[src/rtl/spfq_pkg.sv]
// ---------------------------------------------------------------------------
// spfq_pkg: shared types and constants of the strict-priority FIFO queue
// Sizes, opcodes, request/response bundles and the free-list reset chain.
// ---------------------------------------------------------------------------
package spfq_pkg;

  localparam int CAPACITY   = 64;
  localparam int LEVELS     = 16;
  localparam int DATA_WIDTH = 32;

  localparam int OP_W   = 2;
  localparam int PRIO_W = 4;
  localparam int SLOT_W = $clog2(CAPACITY);
  localparam int LVL_W  = $clog2(LEVELS);
  localparam int CNT_W  = $clog2(CAPACITY + 1);

  typedef logic [SLOT_W-1:0]     slot_t;
  typedef logic [LVL_W-1:0]      lvl_t;
  typedef logic [CNT_W-1:0]      cnt_t;
  typedef logic [DATA_WIDTH-1:0] data_t;

  typedef enum logic [OP_W-1:0] {
    OP_PUSH = 2'd0,
    OP_POP  = 2'd1,
    OP_PEEK = 2'd2
  } op_e;

  typedef struct packed {
    logic [OP_W-1:0]   op;
    logic [PRIO_W-1:0] prio;
    data_t             payload;
  } req_t;

  typedef struct packed {
    logic  ok;
    data_t data;
    logic  empty;
  } rsp_t;

  // Link value of a slot that was never written: slots chain in index order.
  function automatic slot_t link_reset(slot_t idx);
    slot_t nxt;
    nxt = (idx == slot_t'(CAPACITY - 1)) ? '0 : slot_t'(idx + 1'b1);
    return nxt;
  endfunction

endpackage

[src/rtl/spfq_ram.sv]
// ---------------------------------------------------------------------------
// spfq_ram: generic single-write, single-read RAM
// Registered read, write-first when read and write hit the same address.
// ---------------------------------------------------------------------------
module spfq_ram #(
  parameter int WIDTH = 8,
  parameter int DEPTH = 16,
  localparam int AW   = $clog2(DEPTH)
) (
  input  logic             clk_i,
  input  logic             we_i,
  input  logic [AW-1:0]    waddr_i,
  input  logic [WIDTH-1:0] wdata_i,
  input  logic [AW-1:0]    raddr_i,
  output logic [WIDTH-1:0] rdata_o
);

  logic [WIDTH-1:0] mem_q [DEPTH];
  logic [WIDTH-1:0] rdata_q;

  always_ff @(posedge clk_i) begin
    if (we_i) begin
      mem_q[waddr_i] <= wdata_i;
    end
    if (we_i && (waddr_i == raddr_i)) begin
      rdata_q <= wdata_i;
    end else begin
      rdata_q <= mem_q[raddr_i];
    end
  end

  assign rdata_o = rdata_q;

endmodule

[src/rtl/spfq_prio_enc.sv]
// ---------------------------------------------------------------------------
// spfq_prio_enc: highest occupied level finder
// Level zero never holds entries and is skipped.
// ---------------------------------------------------------------------------
module spfq_prio_enc (
  input  logic [spfq_pkg::LEVELS-1:0] occ_i,
  output spfq_pkg::lvl_t              top_o,
  output logic                        found_o
);

  always_comb begin
    top_o   = '0;
    found_o = 1'b0;
    for (int i = 1; i < spfq_pkg::LEVELS; i++) begin
      if (occ_i[i]) begin
        top_o   = spfq_pkg::lvl_t'(i);
        found_o = 1'b1;
      end
    end
  end

endmodule

[src/rtl/spfq_core.sv]
// ---------------------------------------------------------------------------
// spfq_core: queue state and single-pass operation logic
// Level tables, free list, linked slot pool and prefetched slot reads.
// ---------------------------------------------------------------------------
module spfq_core (
  input  logic             clk_i,
  input  logic             rst_ni,
  input  logic             fire_i,
  input  spfq_pkg::req_t   req_i,
  output spfq_pkg::rsp_t   rsp_o
);

  localparam int CAP = spfq_pkg::CAPACITY;
  localparam int LV  = spfq_pkg::LEVELS;

  spfq_pkg::slot_t free_q, free_d;
  spfq_pkg::slot_t first_q [LV];
  spfq_pkg::slot_t first_d [LV];
  spfq_pkg::slot_t last_q  [LV];
  spfq_pkg::slot_t last_d  [LV];
  logic [LV-1:0]   occ_q, occ_d;
  spfq_pkg::cnt_t  total_q, total_d;
  spfq_pkg::lvl_t  top_q, top_d;
  logic            top_vld_q, top_vld_d;
  spfq_pkg::slot_t head_q, head_d;
  logic [CAP-1:0]  link_vld_q, link_vld_d;
  logic            free_vld_q, pop_vld_q;

  logic            link_we;
  spfq_pkg::slot_t link_waddr, link_wdata;
  logic            data_we;
  spfq_pkg::data_t data_rd;
  spfq_pkg::slot_t free_rd, pop_rd;
  spfq_pkg::slot_t free_link, pop_link;

  spfq_pkg::lvl_t  lv;
  spfq_pkg::lvl_t  last_raddr;
  spfq_pkg::slot_t last_rd;
  logic            prio_ok;

  // Next links of the free head and of the served head, prefetched last cycle.
  assign free_link = free_vld_q ? free_rd : spfq_pkg::link_reset(free_q);
  assign pop_link  = pop_vld_q  ? pop_rd  : spfq_pkg::link_reset(head_q);

  assign lv         = spfq_pkg::lvl_t'(req_i.prio);
  assign prio_ok    = (req_i.prio != '0) && (int'(req_i.prio) < LV);
  assign last_raddr = (req_i.op == spfq_pkg::OP_PUSH) ? lv : top_q;
  assign last_rd    = last_q[last_raddr];

  always_comb begin
    free_d     = free_q;
    first_d    = first_q;
    last_d     = last_q;
    occ_d      = occ_q;
    total_d    = total_q;
    link_we    = 1'b0;
    link_waddr = '0;
    link_wdata = '0;
    data_we    = 1'b0;
    rsp_o.ok   = 1'b0;
    rsp_o.data = '0;
    if (fire_i) begin
      case (req_i.op)
        spfq_pkg::OP_PUSH: begin
          if (prio_ok && (total_q != spfq_pkg::cnt_t'(CAP))) begin
            free_d  = free_link;
            data_we = 1'b1;
            if (occ_q[lv]) begin
              link_we    = 1'b1;
              link_waddr = last_rd;
              link_wdata = free_q;
            end else begin
              first_d[lv] = free_q;
              occ_d[lv]   = 1'b1;
            end
            last_d[lv] = free_q;
            total_d    = spfq_pkg::cnt_t'(total_q + spfq_pkg::cnt_t'(1));
            rsp_o.ok   = 1'b1;
          end
        end
        spfq_pkg::OP_POP, spfq_pkg::OP_PEEK: begin
          if (top_vld_q) begin
            rsp_o.ok   = 1'b1;
            rsp_o.data = data_rd;
            if (req_i.op == spfq_pkg::OP_POP) begin
              if (head_q == last_rd) begin
                occ_d[top_q] = 1'b0;
              end else begin
                first_d[top_q] = pop_link;
              end
              link_we    = 1'b1;
              link_waddr = head_q;
              link_wdata = free_q;
              free_d     = head_q;
              if (total_q != '0) begin
                total_d = spfq_pkg::cnt_t'(total_q - spfq_pkg::cnt_t'(1));
              end
            end
          end
        end
        default: begin
        end
      endcase
    end
    rsp_o.empty = (total_d == '0);
  end

  always_comb begin
    link_vld_d = link_vld_q;
    if (link_we) begin
      link_vld_d[link_waddr] = 1'b1;
    end
  end

  spfq_prio_enc u_prio_enc (
    .occ_i   (occ_d),
    .top_o   (top_d),
    .found_o (top_vld_d)
  );

  assign head_d = first_d[top_d];

  always_ff @(posedge clk_i or negedge rst_ni) begin
    if (!rst_ni) begin
      free_q     <= '0;
      first_q    <= '{default: '0};
      last_q     <= '{default: '0};
      occ_q      <= '0;
      total_q    <= '0;
      top_q      <= '0;
      top_vld_q  <= 1'b0;
      head_q     <= '0;
      link_vld_q <= '0;
      free_vld_q <= 1'b0;
      pop_vld_q  <= 1'b0;
    end else begin
      free_q     <= free_d;
      first_q    <= first_d;
      last_q     <= last_d;
      occ_q      <= occ_d;
      total_q    <= total_d;
      top_q      <= top_d;
      top_vld_q  <= top_vld_d;
      head_q     <= head_d;
      link_vld_q <= link_vld_d;
      free_vld_q <= link_vld_d[free_d];
      pop_vld_q  <= link_vld_d[head_d];
    end
  end

  spfq_ram #(
    .WIDTH (spfq_pkg::DATA_WIDTH),
    .DEPTH (CAP)
  ) u_data_ram (
    .clk_i   (clk_i),
    .we_i    (data_we),
    .waddr_i (free_q),
    .wdata_i (req_i.payload),
    .raddr_i (head_d),
    .rdata_o (data_rd)
  );

  // Two copies of the link store, written alike, read at the free head and
  // at the served head.
  spfq_ram #(
    .WIDTH (spfq_pkg::SLOT_W),
    .DEPTH (CAP)
  ) u_link_free_ram (
    .clk_i   (clk_i),
    .we_i    (link_we),
    .waddr_i (link_waddr),
    .wdata_i (link_wdata),
    .raddr_i (free_d),
    .rdata_o (free_rd)
  );

  spfq_ram #(
    .WIDTH (spfq_pkg::SLOT_W),
    .DEPTH (CAP)
  ) u_link_pop_ram (
    .clk_i   (clk_i),
    .we_i    (link_we),
    .waddr_i (link_waddr),
    .wdata_i (link_wdata),
    .raddr_i (head_d),
    .rdata_o (pop_rd)
  );

endmodule

[src/rtl/strict_priority_fifo_queue_unit.sv]
// ---------------------------------------------------------------------------
// strict_priority_fifo_queue_unit: strict-priority multilevel FIFO queue
// Path: input register, then result register. Throughput: one transaction
// per cycle while results drain; the link and data RAM reads for the next
// operation are issued from the next-state pointers each cycle.
// Reset: asynchronous, active low; clears control state and link valid
// bits, so the free list reads as the index chain at once (no clearing pass).
// ---------------------------------------------------------------------------
module strict_priority_fifo_queue_unit (
  input  logic                        clk_i,
  input  logic                        rst_ni,
  input  logic                        in_valid_i,
  output logic                        in_ready_o,
  input  logic [spfq_pkg::OP_W-1:0]   opcode_i,
  input  logic [spfq_pkg::PRIO_W-1:0] priority_req_i,
  input  spfq_pkg::data_t             payload_i,
  output logic                        out_valid_o,
  input  logic                        out_ready_i,
  output logic                        ok_o,
  output spfq_pkg::data_t             entry_data_o,
  output logic                        now_empty_o
);

  // Input register: holds one accepted transaction until it is processed.
  logic           in_valid_q, in_valid_d;
  spfq_pkg::req_t in_q;

  // Result register: parts the core from the output handshake.
  logic           out_valid_q, out_valid_d;
  spfq_pkg::rsp_t out_q;
  spfq_pkg::rsp_t rsp;

  logic in_accept;
  logic fire;

  // Process the held transaction whenever the result slot is free or drains.
  assign fire       = in_valid_q && (!out_valid_q || out_ready_i);
  assign in_ready_o = !in_valid_q || fire;
  assign in_accept  = in_valid_i && in_ready_o;

  always_comb begin
    in_valid_d = in_valid_q;
    if (in_accept) begin
      in_valid_d = 1'b1;
    end else if (fire) begin
      in_valid_d = 1'b0;
    end
    out_valid_d = out_valid_q;
    if (fire) begin
      out_valid_d = 1'b1;
    end else if (out_ready_i) begin
      out_valid_d = 1'b0;
    end
  end

  always_ff @(posedge clk_i or negedge rst_ni) begin
    if (!rst_ni) begin
      in_valid_q  <= 1'b0;
      out_valid_q <= 1'b0;
    end else begin
      in_valid_q  <= in_valid_d;
      out_valid_q <= out_valid_d;
    end
  end

  // Payload registers: load on handshake, no reset needed.
  always_ff @(posedge clk_i) begin
    if (in_accept) begin
      in_q.op      <= opcode_i;
      in_q.prio    <= priority_req_i;
      in_q.payload <= payload_i;
    end
    if (fire) begin
      out_q <= rsp;
    end
  end

  // Queue state, slot pool and the single-pass update.
  spfq_core u_core (
    .clk_i  (clk_i),
    .rst_ni (rst_ni),
    .fire_i (fire),
    .req_i  (in_q),
    .rsp_o  (rsp)
  );

  assign out_valid_o  = out_valid_q;
  assign ok_o         = out_q.ok;
  assign entry_data_o = out_q.data;
  assign now_empty_o  = out_q.empty;

endmodule

[config.mk]
export PLATFORM = sky130hd
export DESIGN_NAME = strict_priority_fifo_queue_unit
export DESIGN_NICKNAME = d
export VERILOG_FILES = /design/src/rtl/spfq_pkg.sv /design/src/rtl/spfq_ram.sv /design/src/rtl/spfq_prio_enc.sv /design/src/rtl/spfq_core.sv /design/src/rtl/strict_priority_fifo_queue_unit.sv
export SDC_FILE = /design/constraint.sdc
export NUM_CORES = 2
export LEC_CHECK = 0
export ABC_AREA = 1
export BUFFER_PORTS_ARGS = -buffer_cell sky130_fd_sc_hd__clkbuf_2
export CAP_MARGIN = 20
export CORE_MARGIN = 3
export CORE_UTILIZATION = 36
export CTS_CLUSTER_SIZE = 10
export DETAILED_ROUTE_END_ITERATION = 8
export HOLD_SLACK_MARGIN = 0.03
export PLACE_DENSITY = 0.61
export SLEW_MARGIN = 25
export SYNTH_ARGS = -nofsm -noshare
export SYNTH_HDL_FRONTEND = slang
export SYNTH_HIERARCHICAL = 1
export SYNTH_SLANG_ARGS = --single-unit
[constraint.sdc]
create_clock -name clk_i -period 11.37 [get_ports clk_i]
set_input_delay 0 -clock clk_i [delete_from_list [all_inputs] [get_ports clk_i]]
set_output_delay 0 -clock clk_i [all_outputs]
set_load 0.05 [all_outputs]
# Yosys cells after proc, flatten, opt, wreduce, memory -nomap -nowiden
# Memories as Yosys holds them, arrays and structs flattened. A register that Yosys moved wholly into a read port is not among the register bits.
# Index checks and enable logic that the tools add are counted.
# word_totals
wordCells	230
out_inout_bits	36
memories	3
mem_bits_rw	2816
regBits	372
# mem_list
memory	depth	width	rd	rd_clocked_by_memory_dff	write_ports	line_no	source
u_core.u_data_ram.mem_q	64	32	1	1	1	spfq_ram.sv:18	logic [WIDTH-1:0] mem_q [DEPTH];
u_core.u_link_free_ram.mem_q	64	6	1	1	1	spfq_ram.sv:18	
u_core.u_link_pop_ram.mem_q	64	6	1	1	1	spfq_ram.sv:18	
# classes
n_eq_ne	11
magnitude_cmp	14
addsub	4
n_reduce_logical	23
mux	117
bitwise_logic	8
# ops
operator	count
96-bit two-way mux	6
96-bit bitwise mux	3
96-bit case mux with 2 select lines	1
6-bit two-way mux	24
16-bit two-way mux	6
64-bit two-way mux	1
64-bit bitwise OR	1
4-bit two-way mux	15
6-bit binary-select mux with 4-bit select	2
6-bit demux with 4-bit select	2
1-bit two-way mux	38
6-bit case mux with 2 select lines	3
7-bit two-way mux	5
33-bit two-way mux	1
16-bit case mux with 2 select lines	1
6-bit by 7-bit < comparator with 1-bit output (second input constant)	3
5-bit >= comparator (second input constant)	4
4-bit inverter with 5-bit output	4
16-bit AND	1
16-bit inverter	1
16-bit bitwise OR	1
7-bit case mux with 2 select lines	1
6-bit by 1-bit adder with 6-bit output (second input constant)	2
1-bit binary-select mux with 6-bit select	2
29 further kinds	49

# Depth between registers and ports, before layout
# depth
depth_word	33
mapped_depth	51
mapped_depth_nobuf	47

# Cells and area by module
# The synthesis kept the hierarchy.
# modules_own_cells
module	instances	area_each_um2	cells_per_inst
spfq_ram (u_core.u_data_ram)	1	82217.6	6743
spfq_ram (u_core.u_link_free_ram ...)	2	15930.3	1376
spfq_core	1	19048.3	2762
strict_priority_fifo_queue_unit	1	2257.2	84
spfq_prio_enc	1	178.9	43

# Least setup slack after synthesis
# OpenSTA, ideal clock, no wires.
# synth_timing
kind	register -> register
from	register out_valid_q (netlist: out_valid_o)
to	memory u_core/u_link_free_ram/mem_q[0][0] (netlist name) (data pin)
required_time_ns	10.219
synth_period_minus_slack_ns	9.806
t_arrival_ns	8.655
path_stages_with_launch	7
slack_ns	1.564
path_cell_list	dfrtp_1 -> a21oi_1 -> nand2_1 -> clkbuf_1 -> buf_1 -> clkbuf_1 -> nor3_1
# synth_between
elab_chain_len	4
# synth_lines
element	line_no	source
start: declaration	strict_priority_fifo_queue_unit.sv:29	logic out_valid_q, out_valid_d;
start signal: assignment	strict_priority_fifo_queue_unit.sv:62	out_valid_q <= out_valid_d;
1-bit logical NOT	strict_priority_fifo_queue_unit.sv:37	assign fire = in_valid_q && (!out_valid_q || out_ready_i);
1-bit logical OR	strict_priority_fifo_queue_unit.sv:37	
1-bit logical AND	strict_priority_fifo_queue_unit.sv:37	
named net fire	strict_priority_fifo_queue_unit.sv:34	logic fire;
6-bit two-way mux	spfq_core.sv:62	if (fire_i) begin
named net u_core.link_wdata[0]	spfq_core.sv:30	spfq_pkg::slot_t link_waddr, link_wdata;
end: declaration	spfq_ram.sv:18	
# The timed path passes the listed nets, and every way through them passes these cells.

# Final worst setup path
# layout_timing
from	register in_q[36] (netlist name)
to	register u_core.pop_vld_q
# layout_rtl
element	line_no	source
start: declaration	strict_priority_fifo_queue_unit.sv:26	spfq_pkg::req_t in_q;
2-bit logical NOT	spfq_core.sv:47, spfq_core.sv:63	
4-bit two-way mux	spfq_core.sv:47	assign last_raddr = (req_i.op == spfq_pkg::OP_PUSH) ? lv : top_q;
4-bit inverter with 5-bit output (implied by the code)	spfq_core.sv:48	assign last_rd = last_q[last_raddr];
6-bit binary-select mux with 4-bit select	spfq_core.sv:48	
6-bit two-way mux (implied by the code) (2 in series)	spfq_core.sv:48	
6-bit equality test	spfq_core.sv:86	if (head_q == last_rd) begin
16-bit two-way mux	spfq_core.sv:86	
16-bit two-way mux	spfq_core.sv:85	if (req_i.op == spfq_pkg::OP_POP) begin
(+3 left out)	-	
named net u_core.occ_d[2]	spfq_core.sv:21	logic [LV-1:0] occ_q, occ_d;
4-bit two-way mux * (14 in series)	spfq_prio_enc.sv:15	if (occ_i[i]) begin
named net u_core.top_d[0]	spfq_core.sv:23	spfq_pkg::lvl_t top_q, top_d;
4-bit inverter with 5-bit output (implied by the code) *	spfq_core.sv:121	assign head_d = first_d[top_d];
6-bit binary-select mux with 4-bit select *	spfq_core.sv:121	
6-bit two-way mux (implied by the code) * (2 in series)	spfq_core.sv:121	
1-bit binary-select mux with 6-bit select *	spfq_core.sv:147	pop_vld_q <= link_vld_d[head_d];
1-bit two-way mux (implied by the code) *	spfq_core.sv:147	
end signal: assignment	spfq_core.sv:147	
end: declaration	spfq_core.sv:27	logic free_vld_q, pop_vld_q;
# Mark *: on every way through the listed nets, which the timed path passes. The rest lies on a longest branch. The select of a mux whose other input is x is not followed.
# A chain may end at the register's enable or synchronous reset.

==> impl_metrics.toml <==
[yosys]
synthArstFlopShare = 0.09357
avgSynthCellArea_um2 = 10.95
ys.flop_type = "edfxtp_1"
yosys.cell_count.top_type = "nand2_1"
yosys.area.top_type = "edfxtp_1"
syn-num-nets = 12434
synth_top_family_by_area = "simple AND/OR/NAND/NOR gates"
netlist-cell-type-count = 57
synthMuxAreaShare = 0.00007384
syn_area_mm2 = 0.1356
synth_cells = 12384
synth_xor_area_frac = 0.0002584
ys_seq_area_frac = 0.6978
synth-simple-area-share = 0.2325
ys_ff_latch = 3206
synth_area_leaders = "edfxtp_1, nand3_1, nand2_1"
synth-edff-count = 2888
synth_common_cells = "nand2_1, nand3_1, edfxtp_1"
synth_top_area_frac = 0.6397
ys_warn_count = 6
synth_fa_ha_area_frac = 0.0007384
synth_compound_area_frac = 0.02942

[global_route]
grt_overflow = 0
grtUsageTotal = 0.1991
grt_pass1_wl_um = 582200
grt_pass1_vias = 88108
antenna_found_initial = 11
grt_max_degree = 201

[pwr]
netSwitchingFraction = 0.3903
total_leakage_power_nw = 55.68
combPwrFrac = 0.342
power_density_mw_per_mm2 = 241.4
ir_drop_mv = 0.2394
p_int_mw = 22.36
p_sw_mw = 14.31
pwr-share-clk = 0.284
power_frac_seq = 0.374

[timing]
skew_ns = 0.1060
relSlewSlack = 0.1893
rsz0062_at_grt = "no"
setup_viol_count_final = 0
worst_pin_slew_ns = 1.216
hold_violations = 0
fmax_ghz = 0.1154
tns_ns = 0
post-route-period-util = 0.7619
slew_viol_final = 0
min_period_ns = 8.663

[cells_and_area]
seqCellArea_mm2 = 0.09463
synthToLayoutAreaGrowth_pct = 12.06
drive_gt1_frac = 0.07070
fillers = 34914
instances_no_fill = 17465
nets = 12404
multiInputGateArea_mm2 = 0.03627

[detailed_routing]
firstDrtPassIters = 6
postRouteAntennaNets = 0
wl_um = 394800
vias_per_cell = 5.413
vias = 94545
drt_iter0_drc = 11059
drc_errors = 0
post_drt_wl_per_cell_um = 22.61

[setup_path]
worstPathRequired_ns = 12.20
end_kind = "flip-flop"
cpLargestDelayFamily = "simple AND/OR/NAND/NOR gates"
rr_startpoint = "in_q[36]"
worst_path_most_repeated_cell = "nand2_1"
crit_path_max_incr_delay_ns = 0.62
crit_type = "flip-flop to flip-flop"
cp_slowest_cell = "nand3_4"
arrival_ns = 9.50
crit_buf_inv = 6
cp-start-kind = "flip-flop"
crit_path_start = "in_q[36]"
cp_max_fo = 62

[worst_hold_path]
holdCritPathClass = "input pin to asynchronous set/reset pin"

[job]
maxCapViolations = 0

[die]
design.core.area_mm2 = 0.3736
ios = 78
die_x_um = 619.6
initial_utilization = 0.3629
die_h_um = 619.6
core.rowCount = 224
die-area_mm2 = 0.3840

[place]
gp_congestion = 0.8858
placedCellCount = 16872
place.detailed.hpwl_um = 212800
port_buffers = 77

[cts]
postCtsSetupBuffers = 0
clock_latency_ns = 0.94
ctsLongestPathBuffers = 4
cts_buffers = 364
clk_pin_slew_ns = 0.06
cts_root_buf = "clkbuf_16"
clkSinkCount = 3206
cts_tree = "yes"
htree_levels = 5

[run_status]
status = "completed"
==> layer usage <==
| layer | global-route usage | share of wire |
|---|---|---|
| met4 | 0.07036 | 0.036 |
| met5 | 0 | 0.000020 |
| met2 | 0.3147 | 0.46 |
| met3 | 0.03276 | 0.089 |
| met1 | 0.2773 | 0.41 |
==> power groups by stage <==
stage	clock network [mW]	logic, mW	registers (mW)
floorplan	0	8.22	13.7
global placement	0	12.3	13.9
detailed placement	0	12.4	13.9
CTS	10.6	12.4	13.7
global route	11.0	13.6	13.7
finish	10.4	12.6	13.7
==> tightest hold or removal path, delay by kind of cell <==
kind / cells / cell delay (ns)
buf+inv: 4 / 1.60
==> registers in the layout (all words and copies together), names as in the netlist, 4 cells and up, named ones only <==
register	flops
u_core/last_q	96
u_core/free_q	6
u_core/u_link_free_ram/mem_q	384
u_core/total_q	7
u_core/top_q	4
u_core/u_data_ram/mem_q	2048
entry_data_o	32
in_q	38
u_core/occ_q	16
u_core/link_vld_q	64
u_core/u_link_pop_ram/mem_q	384
u_core/first_q	96
u_core/head_q	6
==> cell type report <==
class,count,share of cell area
Clock buffer,475,0.06408
Sequential cell,3206,0.6229
Antenna cell,4,0.00006589
Clock inverter,26,0.002422
Timing Repair Buffer,387,0.02112
Tap cell,4972,0.04095
Multi-Input combinational cell,8016,0.2387
Inverter,379,0.009694
==> cells in the final DEF (no fill, tap or decap), drive strengths merged, types with 2 or more instances in the layout <==
| cell type | count |
|---|---|
| dlygate4sd3 | 83 |
| o311ai | 15 |
| a221oi | 2 |
| nand4 | 29 |
| o22ai | 17 |
| nand2 | 3909 |
| nand3 | 2934 |
| buf | 228 |
| a32oi | 2 |
| o31ai | 2 |
| clkbuf | 551 |
| edfxtp | 2888 |
| nor4 | 29 |
| dfrtp | 300 |
| clkinv | 22 |
| ha | 8 |
| dfxtp | 18 |
| nor3 | 15 |
| diode | 4 |
| a21oi | 158 |
| o211ai | 98 |
| nand3b | 3 |
| inv | 382 |
| xor2 | 3 |
| o221ai | 11 |
| a22oi | 7 |
| o21a | 3 |
| a21boi | 25 |
| nor2 | 408 |
| a31oi | 64 |
| o21ai | 264 |
==> worst paths after layout <==
check,slack [ns],to,cells after the start
worst max-delay path,2.71,u_core/pop_vld_q,47
worst min-delay path,0.25,u_core/first_q[34],4
worst max register to register,2.71,u_core/pop_vld_q,47
worst min register to register,0.38,u_core/last_q[93],0
max in group asynchronous,10.17,u_core/link_vld_q[21],4
min in group clk_i,0.33,in_q[17],3
==> timing repair <==
| action | 4_1_cts | 5_1_grt |
|---|---|---|
| endpoints found under the hold margin | 395 | 0 |
| resized for setup | 0 | 0 |
| hold buffers | 84 | 0 |
| setup endpoints to repair | 0 | 0 |
==> cells by family after synthesis <==
family                   after synthesis
XOR/XNOR                               4
buffers and inverters               1162
AND/OR/NAND/NOR                     7329
multiplexers                           1
AO/OA/AOI/OAI                        674
flip-flops                          3206
adder cells (fa/ha/maj)                8
==> stage by stage <==
| step | power (mW) | area [µm²] | utilization | worst slack (ns) | hold slack [ns] |
|---|---|---|---|---|---|
| after floorplan | 21.97 | 135600 | - | 1.564 | -0.2956 |
| after global placement | 26.23 | 140700 | 0.3767 | 2.918 | 0.07003 |
| after detailed placement | 26.33 | 140800 | 0.3769 | 2.967 | 0.07228 |
| after CTS | 36.73 | 151800 | 0.4063 | 2.903 | 0.1970 |
| after global routing | 38.37 | 151900 | 0.4066 | 1.906 | 0.2823 |
| final | 36.66 | 151900 | 0.4066 | 2.707 | 0.2486 |
No activity file was read; power rests on OpenSTA's default activity.
